==> src/hw/rtl/fixed_point_vector_unit_defines.svh <==
// ---------------------------------------------------------------------------
// Fixed-point vector unit assertion macros
// Shared concurrent assertion forms for the vector unit.
// ---------------------------------------------------------------------------
`ifndef FIXED_POINT_VECTOR_UNIT_DEFINES_SVH
`define FIXED_POINT_VECTOR_UNIT_DEFINES_SVH

// Overlapping implication, disabled while reset is high.
`define FPVU_ASSERT_IMPLIES(label, clk, rst, ante, cons) \
   label: assert property (@(posedge clk) disable iff (rst) (ante) |-> (cons)) \
      else $error("fixed_point_vector_unit assertion failed");

// Non-overlapping implication, disabled while reset is high.
`define FPVU_ASSERT_NEXT(label, clk, rst, ante, cons) \
   label: assert property (@(posedge clk) disable iff (rst) (ante) |=> (cons)) \
      else $error("fixed_point_vector_unit assertion failed");

`endif

==> src/hw/rtl/fpvu_pkg.sv <==
// ---------------------------------------------------------------------------
// Fixed-point vector unit package
// Types, constants and arithmetic helpers shared by the vector unit.
// ---------------------------------------------------------------------------
package fpvu_pkg;

   localparam int LANES       = 4;
   localparam int DATA_WIDTH  = 32;
   localparam int FIELD_LANES = 4;
   localparam int NUM_LANES   = (LANES < FIELD_LANES) ? LANES : FIELD_LANES;
   localparam int PRE_W       = 33;
   localparam int ACC_W       = 64;
   localparam int NUM_REGS    = 4;
   localparam int PADDR_W     = $clog2(4 * NUM_REGS);

   localparam logic [1:0] REG_PRE_SHIFT  = 2'd0;
   localparam logic [1:0] REG_PRE_ROUND  = 2'd1;
   localparam logic [1:0] REG_POST_SHIFT = 2'd2;
   localparam logic [1:0] REG_POST_ROUND = 2'd3;

   typedef enum logic [1:0] {
      CMD_DOT    = 2'd0,
      CMD_SCALE  = 2'd1,
      CMD_MADD   = 2'd2,
      CMD_LENGTH = 2'd3
   } cmd_type;

   typedef struct packed {
      logic [4:0]  pre_shift;
      logic [30:0] pre_round;
      logic [5:0]  post_shift;
      logic [30:0] post_round;
   } cfg_type;

   typedef struct packed {
      logic                 valid;
      cmd_type              cmd;
      logic [NUM_LANES-1:0] active;
   } ctl_type;

   typedef struct packed {
      logic [31:0] value;
      logic        ovf;
   } res_type;

   function automatic logic signed [PRE_W-1:0] pre_op(input logic [DATA_WIDTH-1:0] x,
                                                      input cfg_type cfg);
      logic signed [DATA_WIDTH-1:0] xs;
      logic signed [PRE_W-1:0]      sum;
      xs  = x;
      sum = PRE_W'(xs) + PRE_W'(cfg.pre_round);
      return sum >>> cfg.pre_shift;
   endfunction

   function automatic logic [ACC_W-1:0] post_op(input logic [ACC_W-1:0] v,
                                                input cfg_type cfg);
      logic signed [ACC_W-1:0] t;
      t = v + ACC_W'(cfg.post_round);
      return t >>> cfg.post_shift;
   endfunction

   function automatic res_type trunc_op(input logic [ACC_W-1:0] v);
      logic signed [DATA_WIDTH-1:0] t;
      res_type                      res;
      t         = v[DATA_WIDTH-1:0];
      res.value = 32'(t);
      res.ovf   = (ACC_W'(t) != v);
      return res;
   endfunction

endpackage

==> src/hw/rtl/fpvu_merge.sv <==
// ---------------------------------------------------------------------------
// Fixed-point vector unit merge stage
// Sums lane products for scalar commands and assembles the result transfer.
// ---------------------------------------------------------------------------
module fpvu_merge (
   input  logic                       clock,
   input  logic                       reset,
   input  fpvu_pkg::cfg_type          cfg,
   input  fpvu_pkg::ctl_type          ctl2,
   input  fpvu_pkg::ctl_type          ctl4,
   input  logic [fpvu_pkg::ACC_W-1:0] prod [fpvu_pkg::NUM_LANES],
   input  logic [31:0]                lane_r [fpvu_pkg::NUM_LANES],
   input  logic                       lane_ovf [fpvu_pkg::NUM_LANES],
   output logic                       strobe,
   output logic [31:0]                r [fpvu_pkg::FIELD_LANES],
   output logic                       ovf
);

   localparam int AW = fpvu_pkg::ACC_W;

   logic [AW-1:0]     sum_ff, sum_in, scal_ff;
   logic [31:0]       r_ff [fpvu_pkg::FIELD_LANES];
   logic [31:0]       r_in [fpvu_pkg::FIELD_LANES];
   logic              ovf_ff, ovf_in, strobe_ff;
   fpvu_pkg::res_type scal;

   always_comb begin
      sum_in = '0;
      for (int i = 0; i < fpvu_pkg::NUM_LANES; i++) begin
         if (ctl2.active[i]) begin
            sum_in = sum_in + prod[i];
         end
      end
   end

   always_comb begin
      scal = fpvu_pkg::trunc_op(scal_ff);
      for (int i = 0; i < fpvu_pkg::FIELD_LANES; i++) begin
         r_in[i] = 32'd0;
      end
      ovf_in = 1'b0;
      if (ctl4.cmd == fpvu_pkg::CMD_DOT || ctl4.cmd == fpvu_pkg::CMD_LENGTH) begin
         r_in[0] = scal.value;
         ovf_in  = scal.ovf;
      end else begin
         for (int i = 0; i < fpvu_pkg::NUM_LANES; i++) begin
            r_in[i] = lane_r[i];
            ovf_in  = ovf_in | lane_ovf[i];
         end
      end
   end

   always_ff @(posedge clock) begin
      sum_ff  <= sum_in;
      scal_ff <= fpvu_pkg::post_op(sum_ff, cfg);
      r_ff    <= r_in;
      ovf_ff  <= ovf_in;
      if (reset) begin
         strobe_ff <= 1'b0;
      end else begin
         strobe_ff <= ctl4.valid;
      end
   end

   assign strobe = strobe_ff;
   assign r      = r_ff;
   assign ovf    = ovf_ff;

endmodule

==> config.mk <==
export PLATFORM = sky130hd
export DESIGN_NAME = fpvu_merge
export DESIGN_NICKNAME = d
export VERILOG_FILES = /design/src/hw/rtl/fixed_point_vector_unit_defines.svh /design/src/hw/rtl/fpvu_pkg.sv /design/src/hw/rtl/fpvu_merge.sv
export SDC_FILE = /design/constraint.sdc
export NUM_CORES = 1
export LEC_CHECK = 0
export BUFFER_PORTS_ARGS = -buffer_cell sky130_fd_sc_hd__buf_2
export CAP_MARGIN = 20
export CORE_ASPECT_RATIO = 1.25
export CORE_MARGIN = 2
export CORE_UTILIZATION = 50
export CTS_BUF_LIST = sky130_fd_sc_hd__clkbuf_4
export DETAILED_ROUTE_END_ITERATION = 10
export PLACE_DENSITY_LB_ADDON = 0.3
export SETUP_SLACK_MARGIN = 0.02
export SYNTH_ARGS = -nofsm -noshare
export SYNTH_HDL_FRONTEND = slang
export SYNTH_SLANG_ARGS = --single-unit
==> constraint.sdc <==
create_clock -name clock -period 11.75 [get_ports clock]
set_input_delay 0.5875 -clock clock [delete_from_list [all_inputs] [get_ports clock]]
set_output_delay 0.5875 -clock clock [all_outputs]
set_load 0.02 [all_outputs]
[After elaboration in Yosys (flattened, before gate mapping)]
Index checks and enable logic that the tools add are counted.
Cells by class
  add/sub/neg operators: 4
  eq/ne operators: 2
  shifts and indexed selects: 1
  muxes and demuxes: 6
  bitwise gates (word level): 3
  reduce and logical (&&, ||, !) cells: 2
Operator list (count)
  $mux 64: 4
  $add 64x64->64: 3
  $add 64x31->64: 1
  $sshr 64x6->64: 1
  $mux 32: 1
  $ne 32x32->1: 1
  $or 1x1->1: 3
  $eq 2x2->1 const B: 1
  $logic_not 2->1: 1
  $logic_or 1x1->1: 1
  $mux 1: 1
Word-level totals
  register bits after elaboration: 258
  input port bits: 477
  output and inout port bits: 130
  logic and storage cells: 26

[Logic depth before layout (Yosys ltp)]
  depth after elaboration: 7
  mapped depth: 44
  mapped depth without buffers: 40

[Worst setup path before layout]
OpenSTA, ideal clock, no wires.
  path kind: input -> register
  from: input port ctl2[0] (netlist name)
  to: register sum_ff[62]
  setup time: 0.121 ns
  arrival: 8.742 ns
  data required time: 11.629 ns
  setup slack: 2.887 ns
  stages: 40
  buffers on the path: 5
  cell sequence: clkbuf_1 -> clkbuf_1 -> clkbuf_1 -> clkbuf_1 -> nand2_1 -> fa_1 -> nor2b_1 -> o21ai_0 -> a21boi_0 -> o21a_1 -> o21ai_0 -> a21o_1 -> a21oi_1 -> o21a_1 -> o21ai_0 -> a31o_2 -> ha_1 -> clkbuf_1 -> (+4 left out) -> o21ai_0 -> a21oi_1 -> o211ai_1 -> a21oi_1 -> xnor2_1 -> mux2_2 -> ha_1 -> and3_1 -> a221o_1 -> a21oi_1 -> o21ai_0 -> o21ba_2 -> o21ai_1 -> a221o_1 -> a41o_1 -> a221oi_1 -> xnor2_1 -> mux2_2
Between the ends
  longest elaborated chain between the ends: 7
Ends and longest elaborated chain
  start: declaration: line fpvu_merge.sv:9  | input fpvu_pkg::ctl_type ctl2,
  $mux 64 (*): line fpvu_merge.sv:30  | if (ctl2.active[i]) begin
  $add 64x64->64: line fpvu_merge.sv:31  | sum_in = sum_in + prod[i];
  $mux 64 (*): line fpvu_merge.sv:30
  $add 64x64->64: line fpvu_merge.sv:31
  $mux 64 (*): line fpvu_merge.sv:30
  $add 64x64->64: line fpvu_merge.sv:31
  $mux 64 (*): line fpvu_merge.sv:30
  net sum_in[62]: line fpvu_merge.sv:21  | logic [AW-1:0] sum_ff, sum_in, scal_ff;
  end signal: assignment: line fpvu_merge.sv:54  | sum_ff <= sum_in;
  end: declaration: line fpvu_merge.sv:21
Mark *: on every way through the listed nets, which the timed path passes. The rest lies on a longest branch.
A chain may end at the register's enable or synchronous reset.

[Worst setup path after layout]
  from: input port ctl2[0] (netlist name)
  to: register sum_ff[63]
The elaborated chain is that of the path after synthesis.

==> run summary <==
Slew headroom -> 25.1%
TritonRoute pass-1 iters -> 6
CTS tree -> yes
drt drc -> 0
setup TNS -> 0 ps
Final min period -> 9110 ps
Psw -> 0.00278 W
crit path capture -> sum_ff[63]$_DFF_P_
worst hold path type -> in2reg
Flop pwr share -> 22.5%
count of different cell masters after synthesis -> 97
I/O Buffers -> 563
vias -> 30,719
#FFs+latches synth -> 258
P&R area growth vs syn -> 13.6%
# IOs -> 607
# clock sinks -> 258
Placer Congestion -> 0.997
fmax -> 110 MHz
pwr dens -> 179 nW/µm²
cells on worst reg2reg path -> 14
largest cells by area after synthesis -> dfxtp_1, ha_1, mux2_2
worst stage delay on the critical path -> 930 ps
crit path DAT -> 9740 ps
internal power -> 0.00305 W
TritonCTS buffer count -> 56
num rows -> 98
CP startpoint kind -> primary input
Synth top area share -> 18.0%
leak pwr -> 15.0 nW
reg2reg setup slack -> 6150 ps
WS Path Type -> in2reg
Mean Syn Cell Area -> 7.64 µm²
r2r startpoint -> sum_ff[16]$_DFF_P_
clk slew on worst S/H paths -> 70 ps
top cells by count, synth -> nand2_1, a21oi_1, dfxtp_1, nor2_1, o21ai_0
Final Hold Viols -> 0
CTS resizes -> 0
# setup viols final -> 0
CP Capture Type -> flop
Clk pwr share -> 11.8%
Synth area leader -> dfxtp_1
EDFF count, synth -> 0
Hold Slack -> 48.5 ps
post-synthesis async set-or-reset flop share -> 0%
Setup Skew -> 58.2 ps
Initial Util -> 50.3%
switching share of power -> 47.7%
hold buffer count at CTS -> 12
Fillers -> 5,488
die span in x -> 218 µm
CTS max path bufs -> 3
layout cells sized above 1 -> 21.7%
top-count cell post-synth -> nand2_1
Logic pwr share -> 65.6%
H-tree Lvls -> 2
Seq/Total Area, Yosys -> 18.0%
Die Height -> 272 µm
post-CTS setup buffer count -> 0
status -> finished, final reports clean
clock latency on the worst-skew pair -> 760 ps
Crit Path Max Fanout -> 54
RSZ-0062 raised after global routing -> no
grt ovf -> 0
root buffer cell -> clkbuf_4
Yosys warning total -> 0
GRT Overall Usage -> 31.7%
Max VDD drop -> 0.112 mV
WL/cell -> 19.8 µm
initial antenna violation count -> 31
Reg-to-Reg End -> scal_ff[26]$_DFF_P_
core area -> 57,000 µm²
vias in the first global route -> 28,945
Req. time, crit path -> 12,380 ps
antenna violation net count after detailed routing -> 0
Worst-Margin Slew -> 1100 ps
final period utilization -> 77.6%
die area -> 59,400 µm²
max-cap viol count -> 0
DR iter-0 viols -> 2,204
via/cell ratio -> 6.16
final wirelength -> 98.9 mm
syn nets -> 4,458
largest net degree at the start of global routing -> 131
CP max-delay cell -> a2111oi_0
Slew Viols, Final -> 0
global-route wire length before repair -> 152 mm
DP Wirelength -> 78.5 mm
Cell Area, Synth -> 28,700 µm²
nets@finish -> 4,878
dominant register cell in the synthesized netlist -> dfxtp_1
Setup crit start -> ctl2[0]
Synth Instances -> 3,759
==> through the flow <==
stage	cell area [µm²]	power (W)	instances	util (%)	setup WS (ps)
2_1_floorplan	28700	0.00409	3759	-	2890
3_3_place_gp	31700	0.00500	4857	55.6	2220
3_5_place_dp	31700	0.00504	4857	55.6	2050
4_1_cts	32500	0.00576	4966	57.1	2850
5_1_grt	32600	0.00627	4980	57.2	2120
6_report	32600	0.00583	4983	57.2	2640
==> critical path: cells and delay by family <==
kind | cells | cell delay [ps]
simple gates | 13 | 2400
fa+ha+maj | 3 | 1060
xor+xnor | 4 | 880
mux | 1 | 290
compound gates | 13 | 3700
buf+inv | 3 | 800
==> power by group through the flow <==
stage / logic, W / clock network (W) / registers, W
3_5_place_dp: 0.00371 / 0 / 0.00133
3_3_place_gp: 0.00368 / 0 / 0.00132
5_1_grt: 0.00417 / 0.000759 / 0.00134
2_1_floorplan: 0.00278 / 0 / 0.00132
6_report: 0.00383 / 0.000690 / 0.00131
4_1_cts: 0.00374 / 0.000717 / 0.00131
==> layout make-up <==
class	instances	area [µm²]	share of cell area [%]
Antenna cell	15	37.5	0.115
Clock buffer	82	616	1.89
Clock inverter	15	97.6	0.299
Inverter	112	420	1.29
Multi-Input combinational cell	3153	22200	68.1
Sequential cell	258	5160	15.8
Tap cell	750	938	2.88
Timing Repair Buffer	598	3140	9.62
==> worst min-delay path by stage <==
| stage | start | end | slack (ps) | cells past startpoint |
|---|---|---|---|---|
| floorplan | scal_ff[29]$_DFF_P_ | r[125]$_DFF_P_ | 430 | 1 |
| global placement | scal_ff[28]$_DFF_P_ | r[124]$_DFF_P_ | 440 | 1 |
| CTS | lane_r[41] | r[41]$_SDFF_PN0_ | 0.9 | 2 |
| global route | lane_r[41] | r[41]$_SDFF_PN0_ | 0.7 | 2 |
| detailed placement | scal_ff[30]$_DFF_P_ | r[126]$_DFF_P_ | 440 | 1 |
| finish | lane_r[41] | r[41]$_SDFF_PN0_ | 50 | 2 |
==> layer usage <==
layer	vias up	track usage, %	part of all wire, %
li1	14890	-	-
met1	14079	37.7	39
met2	1385	54.1	47
met3	331	5.32	7.6
met4	34	17.3	5.5
met5	-	0	0.25
==> state kept, by name (all words and copies together) (netlist names) <==
register / count
scal_ff: 64
strobe: 1
ovf: 1
r: 128
sum_ff: 64
==> logic make-up (layout without fill, tap and decap cells) <==
family	after synthesis	in the layout	share of synthesized area, %
multiplexers	247	247	10.4
AO/OA/AOI/OAI	1247	1247	29.3
adder cells (fa/ha/maj)	223	223	9.82
buffers and inverters	348	807	4.72
flip-flops	258	258	18.0
other	0	15	0
XOR/XNOR	212	212	6.52
AND/OR/NAND/NOR	1224	1224	21.2
==> placed cells by master (no fill, tap or decap), drive strengths merged, types with 64 or more instances in the layout <==
cell / Yosys / routed
xnor2: 139 / 139
nand3: 106 / 106
a211oi: 64 / 64
a21o: 151 / 151
o21ai: 236 / 236
clkbuf: 203 / 82
xor2: 72 / 72
nor2: 251 / 251
nor3: 82 / 82
ha: 218 / 218
nand2: 330 / 330
and2: 167 / 167
dfxtp: 258 / 258
a21oi: 308 / 308
buf: 33 / 585
inv: 110 / 110
mux2: 158 / 158
nand4: 70 / 70
Note: power is estimated with default switching activity, not from simulation.
