==> src/hw/rtl/fixed_point_vector_unit_defines.svh <==
// ---------------------------------------------------------------------------
// Fixed-point vector unit assertion macros
// Shared concurrent assertion forms for the vector unit.
// ---------------------------------------------------------------------------
`ifndef FIXED_POINT_VECTOR_UNIT_DEFINES_SVH
`define FIXED_POINT_VECTOR_UNIT_DEFINES_SVH

// Overlapping implication, disabled while reset is high.
`define FPVU_ASSERT_IMPLIES(label, clk, rst, ante, cons) \
   label: assert property (@(posedge clk) disable iff (rst) (ante) |-> (cons)) \
      else $error("fixed_point_vector_unit assertion failed");

// Non-overlapping implication, disabled while reset is high.
`define FPVU_ASSERT_NEXT(label, clk, rst, ante, cons) \
   label: assert property (@(posedge clk) disable iff (rst) (ante) |=> (cons)) \
      else $error("fixed_point_vector_unit assertion failed");

`endif

==> src/hw/rtl/fpvu_pkg.sv <==
// ---------------------------------------------------------------------------
// Fixed-point vector unit package
// Types, constants and arithmetic helpers shared by the vector unit.
// ---------------------------------------------------------------------------
package fpvu_pkg;

   localparam int LANES       = 4;
   localparam int DATA_WIDTH  = 32;
   localparam int FIELD_LANES = 4;
   localparam int NUM_LANES   = (LANES < FIELD_LANES) ? LANES : FIELD_LANES;
   localparam int PRE_W       = 33;
   localparam int ACC_W       = 64;
   localparam int NUM_REGS    = 4;
   localparam int PADDR_W     = $clog2(4 * NUM_REGS);

   localparam logic [1:0] REG_PRE_SHIFT  = 2'd0;
   localparam logic [1:0] REG_PRE_ROUND  = 2'd1;
   localparam logic [1:0] REG_POST_SHIFT = 2'd2;
   localparam logic [1:0] REG_POST_ROUND = 2'd3;

   typedef enum logic [1:0] {
      CMD_DOT    = 2'd0,
      CMD_SCALE  = 2'd1,
      CMD_MADD   = 2'd2,
      CMD_LENGTH = 2'd3
   } cmd_type;

   typedef struct packed {
      logic [4:0]  pre_shift;
      logic [30:0] pre_round;
      logic [5:0]  post_shift;
      logic [30:0] post_round;
   } cfg_type;

   typedef struct packed {
      logic                 valid;
      cmd_type              cmd;
      logic [NUM_LANES-1:0] active;
   } ctl_type;

   typedef struct packed {
      logic [31:0] value;
      logic        ovf;
   } res_type;

   function automatic logic signed [PRE_W-1:0] pre_op(input logic [DATA_WIDTH-1:0] x,
                                                      input cfg_type cfg);
      logic signed [DATA_WIDTH-1:0] xs;
      logic signed [PRE_W-1:0]      sum;
      xs  = x;
      sum = PRE_W'(xs) + PRE_W'(cfg.pre_round);
      return sum >>> cfg.pre_shift;
   endfunction

   function automatic logic [ACC_W-1:0] post_op(input logic [ACC_W-1:0] v,
                                                input cfg_type cfg);
      logic signed [ACC_W-1:0] t;
      t = v + ACC_W'(cfg.post_round);
      return t >>> cfg.post_shift;
   endfunction

   function automatic res_type trunc_op(input logic [ACC_W-1:0] v);
      logic signed [DATA_WIDTH-1:0] t;
      res_type                      res;
      t         = v[DATA_WIDTH-1:0];
      res.value = 32'(t);
      res.ovf   = (ACC_W'(t) != v);
      return res;
   endfunction

endpackage

==> src/hw/rtl/fpvu_lane.sv <==
// ---------------------------------------------------------------------------
// Fixed-point vector unit lane
// Pre-rounds, multiplies, post-rounds and truncates one vector element, adding the a operand for multiply-add.
// ---------------------------------------------------------------------------
module fpvu_lane (
   input  logic                              clock,
   input  fpvu_pkg::cfg_type                 cfg,
   input  logic [fpvu_pkg::DATA_WIDTH-1:0]   a_in,
   input  logic [fpvu_pkg::DATA_WIDTH-1:0]   b_in,
   input  logic signed [fpvu_pkg::PRE_W-1:0] s_pre,
   input  fpvu_pkg::cmd_type                 cmd1,
   input  fpvu_pkg::cmd_type                 cmd3,
   input  logic                              active3,
   output logic [fpvu_pkg::ACC_W-1:0]        prod,
   output logic [31:0]                       r,
   output logic                              ovf
);

   localparam int DW = fpvu_pkg::DATA_WIDTH;
   localparam int PW = fpvu_pkg::PRE_W;
   localparam int AW = fpvu_pkg::ACC_W;

   logic signed [PW-1:0]   pa_ff, pb_ff;
   logic [DW-1:0]          a1_ff, a2_ff, a3_ff;
   logic signed [PW-1:0]   x_op, y_op;
   logic signed [2*PW-1:0] full;
   logic [AW-1:0]          prod_ff, post_ff;
   logic [31:0]            r_ff, r_in;
   logic                   ovf_ff, ovf_in;
   fpvu_pkg::res_type      term, madd;
   logic signed [DW-1:0]   a_s, term_s;
   logic signed [DW:0]     msum;

   always_comb begin
      case (cmd1)
         fpvu_pkg::CMD_DOT: begin
            x_op = pa_ff;
            y_op = pb_ff;
         end
         fpvu_pkg::CMD_SCALE: begin
            x_op = pa_ff;
            y_op = s_pre;
         end
         fpvu_pkg::CMD_MADD: begin
            x_op = pb_ff;
            y_op = s_pre;
         end
         default: begin
            x_op = pa_ff;
            y_op = pa_ff;
         end
      endcase
      full = x_op * y_op;
   end

   always_comb begin
      term   = fpvu_pkg::trunc_op(post_ff);
      a_s    = a3_ff;
      term_s = term.value[DW-1:0];
      msum   = (DW+1)'(a_s) + (DW+1)'(term_s);
      madd   = fpvu_pkg::trunc_op(AW'(msum));
      if (!active3) begin
         r_in   = 32'd0;
         ovf_in = 1'b0;
      end else if (cmd3 == fpvu_pkg::CMD_MADD) begin
         r_in   = madd.value;
         ovf_in = term.ovf | madd.ovf;
      end else begin
         r_in   = term.value;
         ovf_in = term.ovf;
      end
   end

   always_ff @(posedge clock) begin
      pa_ff   <= fpvu_pkg::pre_op(a_in, cfg);
      pb_ff   <= fpvu_pkg::pre_op(b_in, cfg);
      a1_ff   <= a_in;
      a2_ff   <= a1_ff;
      a3_ff   <= a2_ff;
      prod_ff <= full[AW-1:0];
      post_ff <= fpvu_pkg::post_op(prod_ff, cfg);
      r_ff    <= r_in;
      ovf_ff  <= ovf_in;
   end

   assign prod = prod_ff;
   assign r    = r_ff;
   assign ovf  = ovf_ff;

endmodule

==> config.mk <==
export PLATFORM = sky130hd
export DESIGN_NAME = fpvu_lane
export DESIGN_NICKNAME = d
export VERILOG_FILES = /design/src/hw/rtl/fixed_point_vector_unit_defines.svh /design/src/hw/rtl/fpvu_pkg.sv /design/src/hw/rtl/fpvu_lane.sv
export SDC_FILE = /design/constraint.sdc
export NUM_CORES = 2
export LEC_CHECK = 0
export ABC_CLOCK_PERIOD_IN_PS = 23200
export BUFFER_PORTS_ARGS = -buffer_cell sky130_fd_sc_hd__buf_2
export CORE_UTILIZATION = 35
export CTS_BUF_LIST = sky130_fd_sc_hd__clkbuf_4 sky130_fd_sc_hd__clkbuf_8 sky130_fd_sc_hd__clkbuf_16
export CTS_CLUSTER_DIAMETER = 100
export DETAILED_ROUTE_END_ITERATION = 8
export GPL_ROUTABILITY_DRIVEN = 0
export HOLD_SLACK_MARGIN = 0.12
export PLACE_DENSITY = 0.5
export SLEW_MARGIN = 5
export SYNTH_ARGS = -nofsm -noshare
export SYNTH_HDL_FRONTEND = slang
export SYNTH_SLANG_ARGS = --single-unit
==> constraint.sdc <==
create_clock -name clock -period 23.2 [get_ports clock]
set_input_delay 1.16 -clock clock [delete_from_list [all_inputs] [get_ports clock]]
set_output_delay 1.16 -clock clock [all_outputs]
set_load 0.02 [all_outputs]
* Word level (Yosys, flattened, before mapping)
Cells that the tools add are included.
** Word-level totals
- Flip-flop bits (word level) :: 323
- Bits of input ports :: 176
- Output and inout port bits :: 97
- Logic and storage cells :: 29
** Cells by class
- Add/sub/neg operators :: 4
- $mul :: 1
- Equal/unequal tests :: 5
- Shifts and indexed selects :: 3
- Mux-type cells :: 4
- Bitwise operators :: 1
- Reduce and logical (&&, ||, !) cells :: 2
** Operators with widths (count)
- adder 32 x 32 -> 33 bit :: 3
- one-hot mux 33 bit (2 select lines) :: 1
- >>> shifter 33 x 5 -> 33 bit :: 2
- adder 64 x 31 -> 64 bit :: 1
- multiplier 33 x 33 -> 64 bit :: 1
- inequality test 32 bit :: 2
- >>> shifter 64 x 6 -> 64 bit :: 1
- 2-to-1 mux 33 bit :: 1
- 2-to-1 mux 32 bit :: 1
- == test 2 bit, second input constant :: 2
- == test 2 x 1 -> 1 bit, second input constant :: 1
- zero test 2 bit :: 1
- OR reduction 2 bit :: 1
- 2-to-1 mux 1 bit :: 1
- OR 1 bit :: 1

* Logic depth before layout (Yosys ltp)
- Word-level depth :: 4
- Gate-level depth with buffers :: 37
- Gate-level depth less buffers :: 34

* Worst setup path before layout
OpenSTA, ideal clock, no wires.
- Path kind :: input to register
- Start point :: input port cmd1[0]
- End point :: register prod_ff[56] (netlist: prod[56])
- Library setup time :: 125 ps
- Data arrival time :: 9999 ps
- Required time :: 23075 ps
- Path slack :: 13077 ps
- Stages on the path :: 34
- Buffers on the path :: 4
- Cell sequence :: inv_1 > ha_1 > clkbuf_1 > buf_1 > buf_1 > mux2i_1 > clkbuf_1 > nor2_1 > fa_1 > inv_1 > fa_1 > inv_1 > fa_1 > inv_1 > fa_1 > fa_1 > inv_1 > fa_1 > fa_1 > inv_1 > fa_1 > inv_1 > ha_1 > nand3_1 > nor2_1 > a221o_1 > o2bb2ai_1 > o41a_1 > a31oi_1 > o31ai_1 > or3_1 > a31o_2 > a21oi_1 > xnor2_1
** Between the ends
- Cells in the longest elaborated chain, start to end :: 4
- Elaborated cells between the ends (all ways) :: 7
- Classes of those cells :: mul (1); eq/ne (2); mux (2); reduce/logical (2)
** Ends and longest elaborated chain
- start: declaration :: line fpvu_lane.sv:11 : input fpvu_pkg::cmd_type cmd1,
- == test 2 bit / == test 2 x 1 -> 1 bit (equally long branches) :: line fpvu_lane.sv:35 : case (cmd1)
- OR reduction 2 bit (no line)
- one-hot mux 33 bit (2 select lines) :: line fpvu_lane.sv:35
- multiplier 33 x 33 -> 64 bit (*) :: line fpvu_lane.sv:53 : full = x_op * y_op;
- via full[56] :: line fpvu_lane.sv:26 : logic signed [2*PW-1:0] full;
- end signal: assignment :: line fpvu_lane.sv:80 : prod_ff <= full[AW-1:0];
- end: declaration :: line fpvu_lane.sv:27 : logic [AW-1:0] prod_ff, post_ff;
The timed path passes the listed nets; every way through them passes the cells marked *.
A chain may end at the register's enable or synchronous reset.

* Worst setup path after layout
Same ends and word-level chain as after synthesis.

==> out/qor.csv <==
stage,metric,value,unit
place,placed_cells,9691,
floorplanning,die_area,181000,um2
yosys,seq_area_frac_synth,0.103,
yosys,async_flop_share,0,
yosys,synth_edf_count,0,
clocking,numCtsBuffers,38,
global_routing,antenna_found_initial,8,
route,wirelength,251,mm
sta,finalHoldViolCount,0,
yosys,synthesis.nets,8995,
yosys,synth_flop_cell,dfxtp_1,
sta,setup_violations,0,
sta,max_slew.worst_pin.slew,1.42,ns
critical_path,crit_path_end_kind,flop,
layout,post-route-util,0.382,
clocking,clock_sinks,323,
route,vias_per_cell,5.57,
yosys,syn_avg_cell_area,8.55,um2
critical_path,crit_fanout,44,
layout,drive_gt1_frac,0.0970,
clocking,clock_latency,0.64,ns
place,dp_hpwl,201,mm
global_routing,track_usage,0.276,
route,drt_iter0_markers,4995,
yosys,synth_top_area_share,0.360,
floorplanning,initial_utilization,0.352,
place,placed_cell_area,66700,um2
clocking,cts-resized-gates,0,
critical_path,regToRegSetupSlack,13.33,ns
worst_hold_path,holdCritPathClass,flop to flop,
sta,maxSlewHeadroom,0.0560,
clocking,cts-hold-fix-buffers,0,
critical_path,worst_path_largest_cell_delay,1.10,ns
clocking,clk_pin_slew,0.06,ns
critical_path,crit_buf_inv,9,
critical_path,crit_arrival,11.40,ns
status,status,"finished, final reports clean",
global_routing,met3_usage,0.0662,
critical_path,startpoint_type,input port,
route,vias,54400,
floorplanning,core_area,178000,um2
layout,instances_no_fill,9764,
yosys,synth_area_leaders,"fa_1 36%, dfxtp_1 10%, inv_1 7.1%",
sta,period_needed,10.87,ns
yosys,yosysMostFrequentCell,inv_1,
sta,fin_crit_sh,0.469,
yosys,synth.distinct_cells,104,
sta,rsz0062_at_grt,false,
sta,fmax,0.0920,GHz
global_routing,grtUsageMet1,0.357,
sta,final_max_slew_viol_count,0,
yosys,synth_area_leader_cell,fa_1,
floorplanning,die_w,426,um
route,ant_nets,0,
yosys,ys_seq_elements,323,
global_routing,grt_first_pass_wirelength,370,mm
route,drtPass1Iterations,6,
clocking,cts_htree_levels,2,
route,route.detailed.drc,0,
global_routing,grt.busiest_layer,met2,
critical_path,critPathSlowestCell,mux2i_4,
layout,final_nets,9021,
global_routing,grt_pass1_vias,55700,
sta,clock_skew,0.0512,ns
global_routing,grt_max_degree,79,
place,io_buffers,272,
floorplanning,num_rows,155,
critical_path,critPathTopFamily,adder cells,
layout,design_area,68100,um2
job,drv_cap,0,
clocking,cts_root_buffer,clkbuf_16,
yosys,syn_inst,7350,
floorplanning,die_y,426,um
clocking,cts.path.max_buffers,3,
critical_path,required,23.73,ns
floorplanning,io_pins,273,
clocking,cts_setup_buffers,0,
global_routing,grt.met2_usage,0.431,
sta,setup_tns,0,ns
critical_path,path_class,input port to flop,
clocking,cts_tree,built,
yosys,synthesis.area,62800,um2
yosys,yosys-top-cells-count,"1,187 x inv_1, 1,129 x fa_1, 861 x nor2_1",
layout,syn_to_final_growth,8.33,%
route,wl_per_cell,25.7,um
global_routing,grt.overflow.total,0,
yosys,ys_warn_count,0,
worst paths after layout:
check	endpoint	cells past startpoint	start
worst max register to register	prod[63]$_DFF_P_	33	pb_ff[0]$_DFF_P_
worst min-delay path	a2_ff[27]$_DFF_P_	0	a1_ff[27]$_DFF_P_
worst min register to register	a2_ff[27]$_DFF_P_	0	a1_ff[27]$_DFF_P_
worst max-delay path	prod[56]$_DFF_P_	33	cmd1[0]
layout make-up:
type	instances	area (um2)
Clock inverter	16	220
Inverter	1196	4490
Tap cell	2355	2950
Clock buffer	52	1090
Sequential cell	323	6470
Multi-Input combinational cell	5442	50700
Antenna cell	5	12.5
Timing Repair Buffer	375	2130
Fill cell	18400	110000
sequential cells by signal, indices dropped and copies added, names as in the netlist:
signal	flops
ovf	1
post_ff	64
a2_ff	32
pb_ff	33
r	32
a1_ff	32
pa_ff	33
prod	64
a3_ff	32
routing by layer:
metal,vias up,wire [um]
li1,23900,-
met1,27500,102000
met2,2531,111000
met3,485,23500
met4,6,14000
met5,-,46
through the flow:
step	setup WS [ns]	hold WS [ns]
floorplan	13.08	0.310
global placement	11.97	0.312
detailed placement	11.84	0.312
CTS	12.45	0.320
global route	11.98	0.328
finish	12.33	0.315
cells by family after synthesis:
kind of cell / after synthesis / synth area share
buffers and inverters: 1585 / 0.0951
AND/OR/NAND/NOR: 2185 / 0.149
XOR/XNOR: 186 / 0.0259
flip-flops: 323 / 0.103
AO/OA/AOI/OAI: 1318 / 0.143
multiplexers: 284 / 0.0575
adder cells (fa/ha/maj): 1469 / 0.427
layout by cell type (no fill, tap or decap), types with 38 or more instances in the layout:
master / Yosys / final
clkbuf_16: 0 / 38
buf_2: 18 / 272
a22oi_1: 48 / 48
ha_1: 340 / 338
a31oi_1: 63 / 63
mux4_2: 53 / 53
o211ai_1: 62 / 62
a21o_1: 96 / 96
dfxtp_1: 323 / 323
nand3_1: 76 / 76
inv_1: 1187 / 1186
nand2_1: 837 / 837
xor2_1: 55 / 55
mux2_2: 87 / 87
o21a_1: 70 / 65
fa_1: 1129 / 1129
nor2_1: 861 / 861
mux2i_1: 144 / 118
nand2b_1: 44 / 43
a211oi_1: 88 / 88
a21oi_1: 294 / 290
xnor2_1: 131 / 131
nor3_1: 87 / 87
o21ai_0: 199 / 191
and2_1: 55 / 55
buf_4: 1 / 103
Power is not shown: default switching activity piles up to over one toggle a cycle in this logic, so the estimate is an artifact.
