--- src/hw/rtl/fixed_point_vector_unit_defines.svh ---
// ---------------------------------------------------------------------------
// Fixed-point vector unit assertion macros
// Shared concurrent assertion forms for the vector unit.
// ---------------------------------------------------------------------------
`ifndef FIXED_POINT_VECTOR_UNIT_DEFINES_SVH
`define FIXED_POINT_VECTOR_UNIT_DEFINES_SVH

// Overlapping implication, disabled while reset is high.
`define FPVU_ASSERT_IMPLIES(label, clk, rst, ante, cons) \
   label: assert property (@(posedge clk) disable iff (rst) (ante) |-> (cons)) \
      else $error("fixed_point_vector_unit assertion failed");

// Non-overlapping implication, disabled while reset is high.
`define FPVU_ASSERT_NEXT(label, clk, rst, ante, cons) \
   label: assert property (@(posedge clk) disable iff (rst) (ante) |=> (cons)) \
      else $error("fixed_point_vector_unit assertion failed");

`endif

--- src/hw/rtl/fpvu_pkg.sv ---
// ---------------------------------------------------------------------------
// Fixed-point vector unit package
// Types, constants and arithmetic helpers shared by the vector unit.
// ---------------------------------------------------------------------------
package fpvu_pkg;

   localparam int LANES       = 4;
   localparam int DATA_WIDTH  = 32;
   localparam int FIELD_LANES = 4;
   localparam int NUM_LANES   = (LANES < FIELD_LANES) ? LANES : FIELD_LANES;
   localparam int PRE_W       = 33;
   localparam int ACC_W       = 64;
   localparam int NUM_REGS    = 4;
   localparam int PADDR_W     = $clog2(4 * NUM_REGS);

   localparam logic [1:0] REG_PRE_SHIFT  = 2'd0;
   localparam logic [1:0] REG_PRE_ROUND  = 2'd1;
   localparam logic [1:0] REG_POST_SHIFT = 2'd2;
   localparam logic [1:0] REG_POST_ROUND = 2'd3;

   typedef enum logic [1:0] {
      CMD_DOT    = 2'd0,
      CMD_SCALE  = 2'd1,
      CMD_MADD   = 2'd2,
      CMD_LENGTH = 2'd3
   } cmd_type;

   typedef struct packed {
      logic [4:0]  pre_shift;
      logic [30:0] pre_round;
      logic [5:0]  post_shift;
      logic [30:0] post_round;
   } cfg_type;

   typedef struct packed {
      logic                 valid;
      cmd_type              cmd;
      logic [NUM_LANES-1:0] active;
   } ctl_type;

   typedef struct packed {
      logic [31:0] value;
      logic        ovf;
   } res_type;

   function automatic logic signed [PRE_W-1:0] pre_op(input logic [DATA_WIDTH-1:0] x,
                                                      input cfg_type cfg);
      logic signed [DATA_WIDTH-1:0] xs;
      logic signed [PRE_W-1:0]      sum;
      xs  = x;
      sum = PRE_W'(xs) + PRE_W'(cfg.pre_round);
      return sum >>> cfg.pre_shift;
   endfunction

   function automatic logic [ACC_W-1:0] post_op(input logic [ACC_W-1:0] v,
                                                input cfg_type cfg);
      logic signed [ACC_W-1:0] t;
      t = v + ACC_W'(cfg.post_round);
      return t >>> cfg.post_shift;
   endfunction

   function automatic res_type trunc_op(input logic [ACC_W-1:0] v);
      logic signed [DATA_WIDTH-1:0] t;
      res_type                      res;
      t         = v[DATA_WIDTH-1:0];
      res.value = 32'(t);
      res.ovf   = (ACC_W'(t) != v);
      return res;
   endfunction

endpackage

--- src/hw/rtl/fpvu_csr.sv ---
// ---------------------------------------------------------------------------
// Fixed-point vector unit configuration registers
// Holds the rounding and shift registers behind the APB-style port.
// ---------------------------------------------------------------------------
module fpvu_csr (
   input  logic                        clock,
   input  logic                        reset,
   input  logic                        psel,
   input  logic                        penable,
   input  logic                        pwrite,
   input  logic [fpvu_pkg::PADDR_W-1:0] paddr,
   input  logic [31:0]                 pwdata,
   output logic [31:0]                 prdata,
   output logic                        pready,
   output fpvu_pkg::cfg_type           cfg
);

   fpvu_pkg::cfg_type cfg_ff;
   logic [1:0]        index;

   assign index  = paddr[3:2];
   assign pready = 1'b1;
   assign cfg    = cfg_ff;

   always_ff @(posedge clock) begin
      if (reset) begin
         cfg_ff.pre_shift  <= 5'd0;
         cfg_ff.pre_round  <= 31'd0;
         cfg_ff.post_shift <= 6'd16;
         cfg_ff.post_round <= 31'd32768;
      end else if (psel && penable && pwrite) begin
         case (index)
            fpvu_pkg::REG_PRE_SHIFT:  cfg_ff.pre_shift  <= pwdata[4:0];
            fpvu_pkg::REG_PRE_ROUND:  cfg_ff.pre_round  <= pwdata[30:0];
            fpvu_pkg::REG_POST_SHIFT: cfg_ff.post_shift <= pwdata[5:0];
            fpvu_pkg::REG_POST_ROUND: cfg_ff.post_round <= pwdata[30:0];
            default: ;
         endcase
      end
   end

   always_comb begin
      case (index)
         fpvu_pkg::REG_PRE_SHIFT:  prdata = 32'(cfg_ff.pre_shift);
         fpvu_pkg::REG_PRE_ROUND:  prdata = 32'(cfg_ff.pre_round);
         fpvu_pkg::REG_POST_SHIFT: prdata = 32'(cfg_ff.post_shift);
         fpvu_pkg::REG_POST_ROUND: prdata = 32'(cfg_ff.post_round);
         default:                  prdata = 32'd0;
      endcase
   end

endmodule

--- config.mk ---
export PLATFORM = sky130hd
export DESIGN_NAME = fpvu_csr
export DESIGN_NICKNAME = d
export VERILOG_FILES = /design/src/hw/rtl/fixed_point_vector_unit_defines.svh /design/src/hw/rtl/fpvu_pkg.sv /design/src/hw/rtl/fpvu_csr.sv
export SDC_FILE = /design/constraint.sdc
export NUM_CORES = 1
export LEC_CHECK = 0
export ABC_CLOCK_PERIOD_IN_PS = 1150
export BUFFER_PORTS_ARGS = -buffer_cell sky130_fd_sc_hd__clkbuf_2
export CELL_PAD_IN_SITES_DETAIL_PLACEMENT = 0
export CELL_PAD_IN_SITES_GLOBAL_PLACEMENT = 1
export CORE_UTILIZATION = 32
export DETAILED_ROUTE_END_ITERATION = 12
export PLACE_DENSITY_LB_ADDON = 0.1
export SLEW_MARGIN = 0
export SYNTH_ARGS = -nofsm -noshare
export SYNTH_HDL_FRONTEND = slang
export SYNTH_SLANG_ARGS = --single-unit
--- constraint.sdc ---
create_clock -name clock -period 1.15 [get_ports clock]
set_input_delay 0.1725 -clock clock [delete_from_list [all_inputs] [get_ports clock]]
set_output_delay 0.1725 -clock clock [all_outputs]
set_load 0.02 [all_outputs]
; ---- After elaboration in Yosys (flattened, before gate mapping)
; Cells that the tools add are included.
[word_totals]
inputBits = 41
ff_bits = 73
output_inout_bits = 106
[classes]
n_eq_ne = 3
n_reduce_logical = 7
mux = 1
[ops]
columns = op, count
row1 = one-hot mux 32 bit (4 select lines), 1
row2 = AND reduction 2 bit, 4
row3 = equality test 2 bit (second input constant), 2
row4 = equality test 2 x 1 -> 1 bit (second input constant), 1
row5 = logical AND 1 bit, 2
row6 = logical NOT 2 bit, 1

; ---- Logic depth before layout (Yosys ltp)
; Gate-level depths: netlist of run 1.
[logic_depth]
depth_word = 3
mapped_depth = 6
mapped_depth_nobuf = 3

; ---- Least setup slack after synthesis of run 1
; No wires, ideal clock.
[synth_timing]
kind = input to output
from = input port paddr[3] in the netlist's numbering
to = output port prdata[0]
path_stages = 3
setup_slack_ps = -172
arrival_time_ps = 1149
n_path_buf = 2
path_cell_list = buf_2 buf_4 mux4_2
[synth_via]
elab_chain_len = 2
word_cells_on_any_way = 5
classes_between = eq/ne: 3 / mux: 1 / reduce/logical: 1
[synth_lines]
columns = item, line
row1 = start: declaration, fpvu_csr.sv:11  ; input logic [fpvu_pkg::PADDR_W-1:0] paddr,
row2 = equality test 2 bit (tied with other cells), fpvu_csr.sv:43  ; case (index)
row3 = one-hot mux 32 bit (4 select lines) *, fpvu_csr.sv:43
row4 = end: declaration, fpvu_csr.sv:13  ; output logic [31:0] prdata,
; Every way passes the cells marked *; elsewhere a longest branch is shown, timed or not. The select of a mux whose other input is x is not followed.

; ---- Final worst setup path of run 1
[layout_timing]
from = register cfg_ff (netlist bit cfg[2])
to = output port prdata[2]
[layout_via]
elab_chain_len = 1
[layout_lines]
columns = item, line
row1 = start: declaration, fpvu_csr.sv:18  ; fpvu_pkg::cfg_type cfg_ff;
row2 = one-hot mux 32 bit (4 select lines), fpvu_csr.sv:43
; Every way passes these cells. The select of a mux whose other input is x is not followed.

==> results of run 1 <==
power by group:
group	total [mW]	leakage (nW)	switching [mW]	internal, mW
clock network	2.27	0.107	0.980	1.29
logic	0.715	2.18	0.323	0.392
registers	2.58	0.622	0.0195	2.56
total	5.56	2.91	1.32	4.24
metal layers:
layer,vias up,wire length (microns),global-route usage [%]
met5,-,0,0
met4,0,128,6.458
met3,10,508,4.039
met2,86,5104,30.89
met1,1491,4569,21.48
li1,1585,-,-
cell families after synthesis:
group,Yosys count,share of synthesized area (%)
other,2,0.2085
muxes,103,30.39
buffers and inverters,29,4.307
and+or+nand+nor,138,23.86
AOI/OAI and AO/OA,3,0.6599
DFF,73,40.57
Yosys cell counts, drive strengths merged:
master,instances,share of area (%)
or3b,1,0.24
nand3b,1,0.21
mux2,1,0.31
a21bo,1,0.28
and3,2,0.35
nor2b,26,4.6
mux4,5,3.1
nor2,4,0.42
and2,1,0.17
buf,15,2.8
nand2,1,0.10
nand3,2,0.42
clkbuf,14,1.5
a22o,1,0.24
nand2b,100,17
dfxtp,73,41
a21oi,1,0.14
mux2i,97,27
conb,2,0.21
critical path, cell delays in order (launching register included):
cell and delay (ns):
dfxtp_2 0.33, mux4_2 0.49, buf_8 0.15
metrics by stage:
stage | setup WS (ns) | power (mW)
4_1_cts | -0.3476 | 5.586
2_1_floorplan | -0.001593 | 3.006
3_5_place_dp | -0.2647 | 3.231
6_report | -0.3498 | 5.564
3_3_place_gp | -0.2028 | 3.229
5_1_grt | -0.3861 | 5.802
area by class of cell:
cell class,count,area share (%)
Multi-Input combinational cell,246,33.12
Sequential cell,73,25.78
Timing Repair Buffer,231,34.48
Clock buffer,12,2.420
Clock inverter,4,1.272
Tap cell,140,2.920
how the worst min path moves through the flow:
| stage | start | to | slack, ns | cells after the start |
|---|---|---|---|---|
| finish | pwdata[15] | cfg[52]$_SDFFE_PP0P_ | 0.07 | 3 |
| global route | pwdata[15] | cfg[52]$_SDFFE_PP0P_ | 0.05 | 3 |
| CTS | pwdata[15] | cfg[52]$_SDFFE_PP0P_ | 0.06 | 3 |
| detailed placement | pwdata[15] | cfg[52]$_SDFFE_PP0P_ | 0.44 | 3 |
| global placement | pwdata[15] | cfg[52]$_SDFFE_PP0P_ | 0.44 | 3 |
| floorplan | pwdata[15] | cfg[52]$_SDFFE_PP0P_ | 0.32 | 2 |
timing repair:
action | CTS | global route
endpoints found under the setup margin | 33 | 92
gates cloned | 2 | 0
gates resized for setup | 103 | 226
buffers inserted | 49 | 3
==> summary.md, run 1 <==
| Metric | Value |
|---|---|
| Highest clock rate | 0.6668 GHz |
| DP Area | 4712 sq um |
| Most common cell after layout, fill and taps aside | buf_4 |
| Clock Latency Late Sink | 0.35 ns |
| Seq. cell area | 1546 sq um |
| Final non-filler cell area | 5998 sq um |
| Largest net degree at the start of global routing | 56 |
| Number of DRC markers in iteration 0 | 68 |
| Vias | 3172 |
| Required @ worst endpoint | 0.98 ns |
| I/O pins | 147 |
| Layout Cells excl Fill | 706 |
| Fin worst setup slack | -0.3498 ns |
| Routability Congestion | 0.7144 |
| Final Setup Violations | 31 |
| Peak VDD IR | 0.6617 mV |
| Clock-pin slew on the worst setup and hold paths | 0.08 ns |
| Most frequent cells in the layout | 105 x buf_4, 100 x nand2b_1, 97 x mux2i_1 |
| DP Cell Count | 636 |
| Syn nets | 389 |
| Yosys reg bits | 73 |
| Crit Path Category | register to output pin |
| Tightest Hold Check Type | primary input to register |
| Rows | 38 |
| RSZ-0062 raised after global routing | true |
| DR WL/cell | 14.60 microns |
| Remaining routing DRC violations | 0 |
| Hold_buf cts | 0 |
| Remaining antenna violation count | 0 |
| MaxCap Viol Count | 0 |
| Die height | 108.1 microns |
| Global-route wire length before repair | 15.79 mm |
| Seq/Total Area, Yosys | 40.57% |
| Crit path from | cfg[2]$_SDFFE_PP0P_ |
| Number of clock sinks | 73 |
| Syn_area_per_cell | 10.35 sq um |
| Power density cells | 927.7 nW/um^2 |
| Gr usage total | 17.84% |
| Synth Cell Area | 3602 sq um |
| Cts bufs inserted | 9 |
| Congestion Overflow GR | 0 |
| Total Nets Final | 602 |
| Slew @ Worst Pin | 0.5017 ns |
| Length of the first detailed-routing pass in iterations | 4 |
| Hold Vio Cnt, Final | 0 |
| Post-synthesis instance total | 348 |
| Number of flip-flops in the largest register | 73 |
| Clk_skew | 0 ns |
| Fin crit share | 130.4% |
| Max Fanout on Critical Path | 2 |
| Slew margin rel. | 66.56% |
| CTS tree | yes |
| Layout cells sized above 1 | 57.07% |
| Inserted Diodes | 0 |
| Max Root-Sink Buffers | 2 |
| Fill cells | 989 |
| Die Width | 108.1 microns |
| Tmin final | 1.500 ns |
| Status | complete, but fails checks |
| Area occupied by multi-input gates | 1987 sq um |
| Full die area | 11690 sq um |
| Core area | 10890 sq um |
| H-tree lvl count | 3 |
| Area Overhead vs Synth | 66.52% |
| WHS | 0.06541 ns |
| Port buffer count | 141 |
| R2r setup slk | 0.39 ns |
| CP Capture Type | output pin |
| Initial antenna violation count | 0 |
| Total number of yosys warnings | 0 |
| Via density | 4.493 |
| Failing checks | negative setup slack |
| Initial Utilization | 33.08% |
| Cell variety after synth | 23 |
| Reg2reg start | cfg[15]$_SDFFE_PP1P_ |
| Crit path capture | prdata[2] |
| CTS Root Cell | clkbuf_8 |
| TNS Setup | -2.977 ns |
| Layout Utilization | 55.09% |
| Final slew viol count | 0 |
| Vias in the first global route | 3178 |
| HPWL after detailed placement | 6.600 mm |
| Worst path arrival time | 1.33 ns |
| Worst R2R Path Depth | 3 |
| Setup crit start kind | register |
| Leak | 2.910 nW |
| Endpoint of the worst register-to-register path | cfg[15]$_SDFFE_PP1P_ |
| Final WL | 10.31 mm |
Power figures use the tool's default switching activity.
==> run 2, diff against run 1 <==
--- a/config.mk
+++ b/config.mk
@@ -12,6 +12,7 @@
 export CORE_UTILIZATION = 32
 export DETAILED_ROUTE_END_ITERATION = 12
 export PLACE_DENSITY_LB_ADDON = 0.1
+export REMOVE_ABC_BUFFERS = 1
 export SLEW_MARGIN = 0
 export SYNTH_ARGS = -nofsm -noshare
 export SYNTH_HDL_FRONTEND = slang
==> run 2 against run 1 <==
  * The flow still finishes with violations (negative setup slack)
  * Register-to-register slack lost 0.08 ns
  * Global-route usage shrank 0.52 points
  * Die area is the same
  * Non-clock buffer count shrank 15
  * Critical path type unchanged
  * Largest cell class is now multi-input combinational cells
==> summary.md, run 2 (synthesized netlist as in run 1, its figures left out) <==
| Metric | Value |
|---|---|
| Status | complete, but fails checks (unchanged) |
| Failing checks | negative setup slack (unchanged) |
| Worst Hold Path EP | cfg[52]$_SDFFE_PP0P_ (unchanged) |
| Number of flip-flops in the largest register | 73 (unchanged) |
| Routability Congestion | 0.7131 (was 0.7144) |
| DP Area | 4690 sq um (was 4712 sq um) |
| Max Root-Sink Buffers | 2 (unchanged) |
| Seq. cell area | 1550 sq um (was 1546 sq um) |
| Required @ worst endpoint | 0.98 ns (about the same) |
| Clock Latency Late Sink | 0.35 ns (about the same) |
| CP cell instances | mux4_2 > buf_6 (was mux4_2 > buf_8) |
| Worst path arrival time | 1.32 ns (was 1.33 ns) |
| Cts bufs inserted | 9 (unchanged) |
| Worst hold path stage count | 3 (unchanged) |
| Die Width | 108.1 microns (unchanged) |
| Crit path from | cfg[1]$_SDFFE_PP0P_ (was cfg[2]$_SDFFE_PP0P_) |
| Number of DRC markers in iteration 0 | 71 (was 68) |
| Fin crit share | 129.9% (was 130.4%) |
| Reg2reg start | cfg[52]$_SDFFE_PP0P_ (was cfg[15]$_SDFFE_PP1P_) |
| Final Setup Violations | 31 (unchanged) |
| Leak | 2.848 nW (was 2.910 nW) |
| Global-route wire length before repair | 15.21 mm (was 15.79 mm) |
| Clock-pin slew on the worst setup and hold paths | 0.08 ns (about the same) |
| CP Buf/Inv Count | 1 (unchanged) |
| Hold_buf cts | 0 (unchanged) |
| Initial antenna violation count | 0 (unchanged) |
| R2r setup slk | 0.31 ns (was 0.39 ns) |
| Slowest cell delay on critical path | 0.49 ns (about the same) |
| Rows | 38 (unchanged) |
| Met1 Use GR | 22.32% (was 21.48%) |
| Number of clock sinks | 73 (unchanged) |
| Final slew viol count | 0 (unchanged) |
| Max Fanout on Critical Path | 2 (unchanged) |
| RSZ-0062 raised after global routing | true (unchanged) |
| HPWL after detailed placement | 6.255 mm (was 6.600 mm) |
| Inserted Diodes | 0 (unchanged) |
| Remaining antenna violation count | 0 (unchanged) |
| Congestion Overflow GR | 0 (unchanged) |
| WHS | 0.06393 ns (was 0.06541 ns) |
| Final WL | 9.983 mm (was 10.31 mm) |
| CTS tree | yes (unchanged) |
| Met2 Use GR | 27.80% (was 30.89%) |
| CP max-delay cell | mux4_2 (unchanged) |
| Gr usage total | 17.32% (was 17.84%) |
| Vias in the first global route | 2956 (was 3178) |
| Length of the first detailed-routing pass in iterations | 4 (unchanged) |
| Peak VDD IR | 0.4926 mV (was 0.6617 mV) |
| Clk_skew | 0 ns (unchanged) |
| Full die area | 11690 sq um (unchanged) |
| DP Worst Slack | -0.1722 ns (was -0.2647 ns) |
| Levels on crit path | 2 (unchanged) |
| CTS Root Cell | clkbuf_8 (unchanged) |
| Core area | 10890 sq um (unchanged) |
| Tmin final | 1.493 ns (was 1.500 ns) |
| Area Overhead vs Synth | 64.47% (was 66.52%) |
| Final non-filler cell area | 5924 sq um (was 5998 sq um) |
| Tightest Hold Check Type | primary input to register (unchanged) |
| Area occupied by multi-input gates | 1991 sq um (was 1987 sq um) |
| I/O pins | 147 (unchanged) |
| Total Nets Final | 587 (was 602) |
| Via density | 4.449 (was 4.493) |
| Most frequent cells in the layout | 100 x nand2b_1, 97 x mux2i_1, 72 x buf_4 (was 105 x buf_4, 100 x nand2b_1, 97 x mux2i_1) |
| Most common cell after layout, fill and taps aside | nand2b_1 (was buf_4) |
| Met3 Track Usage GR | 5.244% (was 4.039%) |
| Fill cells | 994 (was 989) |
| Power density cells | 998.0 nW/um^2 (was 927.7 nW/um^2) |
| H-tree lvl count | 3 (unchanged) |
| Initial Utilization | 33.08% (unchanged) |
| Port buffer count | 141 (unchanged) |
| Layout cells sized above 1 | 56.81% (was 57.07%) |
| Highest clock rate | 0.6696 GHz (was 0.6668 GHz) |
| Gr busiest metal | met2 (unchanged) |
| Vias | 3074 (was 3172) |
| MaxCap Viol Count | 0 (unchanged) |
| DR WL/cell | 14.45 microns (was 14.60 microns) |
| Largest net degree at the start of global routing | 58 (was 56) |
| Hold Vio Cnt, Final | 0 (unchanged) |
| Setup crit start kind | register (unchanged) |
| Endpoint of the worst register-to-register path | cfg[52]$_SDFFE_PP0P_ (was cfg[15]$_SDFFE_PP1P_) |
| Crit Path Category | register to output pin (unchanged) |
| Remaining routing DRC violations | 0 (unchanged) |
| Largest delay share family, worst path | multiplexers (unchanged) |
| CP Capture Type | output pin (unchanged) |
| Hold Crit Start | pwdata[15] (unchanged) |
| Fin worst setup slack | -0.3435 ns (was -0.3498 ns) |
| Worst R2R Path Depth | 3 (unchanged) |
| Design Power | 5.913 mW (was 5.564 mW) |
| Die height | 108.1 microns (unchanged) |
## run 2: cell types whose count changed in the layout (fill, tap and decap cells not counted), sizes merged
cell,change
buf,-28
clkinv,-1
bufinv,+1
clkbuf,+13
## run 2: cell type report
type                            count  area share, %
Clock buffer                       12          2.788
Clock inverter                      4          1.647
Multi-Input combinational cell    246          33.60
Sequential cell                    73          26.17
Tap cell                          140          2.957
Timing Repair Buffer              216          32.84
## run 2: metal layers
metal	up-vias	wire length (microns)
met5	-	0
met4	0	95
met3	8	554
met2	96	4675
met1	1416	4657
li1	1554	-
## run 2: repair_timing
action | in CTS | in global routing
buffers inserted | 36 | 6
gates cloned | 2 | 0
endpoints found under the setup margin | 36 | 77
gates resized for setup | 114 | 200
## run 2: through the flow
stage	std cells	util (%)	setup TNS [ns]
6_report	691	54.41	-3.136
3_3_place_gp	633	43.07	-7.493
5_1_grt	691	54.41	-5.447
3_5_place_dp	633	43.07	-8.147
4_1_cts	687	50.82	-4.292
2_1_floorplan	319	-	-14.48
## run 2: worst reg2reg max path, cell delays in order, from the launching register on
cell and delay [ns]:
dfxtp_2 0.33, buf_4 0.11, a21bo_2 0.21, a21oi_1 0.13
## run 2: worst max-delay path by stage
stage / end / slack (ns)
floorplan: cfg[37]$_SDFFE_PP0P_ / -0.46
global placement: prdata[20] / -0.16
detailed placement: prdata[19] / -0.17
CTS: prdata[1] / -0.36
global route: prdata[1] / -0.40
finish: prdata[1] / -0.34
## run 2: report_power, final
group | switching, mW | internal, mW
Combinational | 0.316 | 0.382
Sequential | 0.0212 | 2.56
Clock | 1.01 | 1.62
Total | 1.35 | 4.57
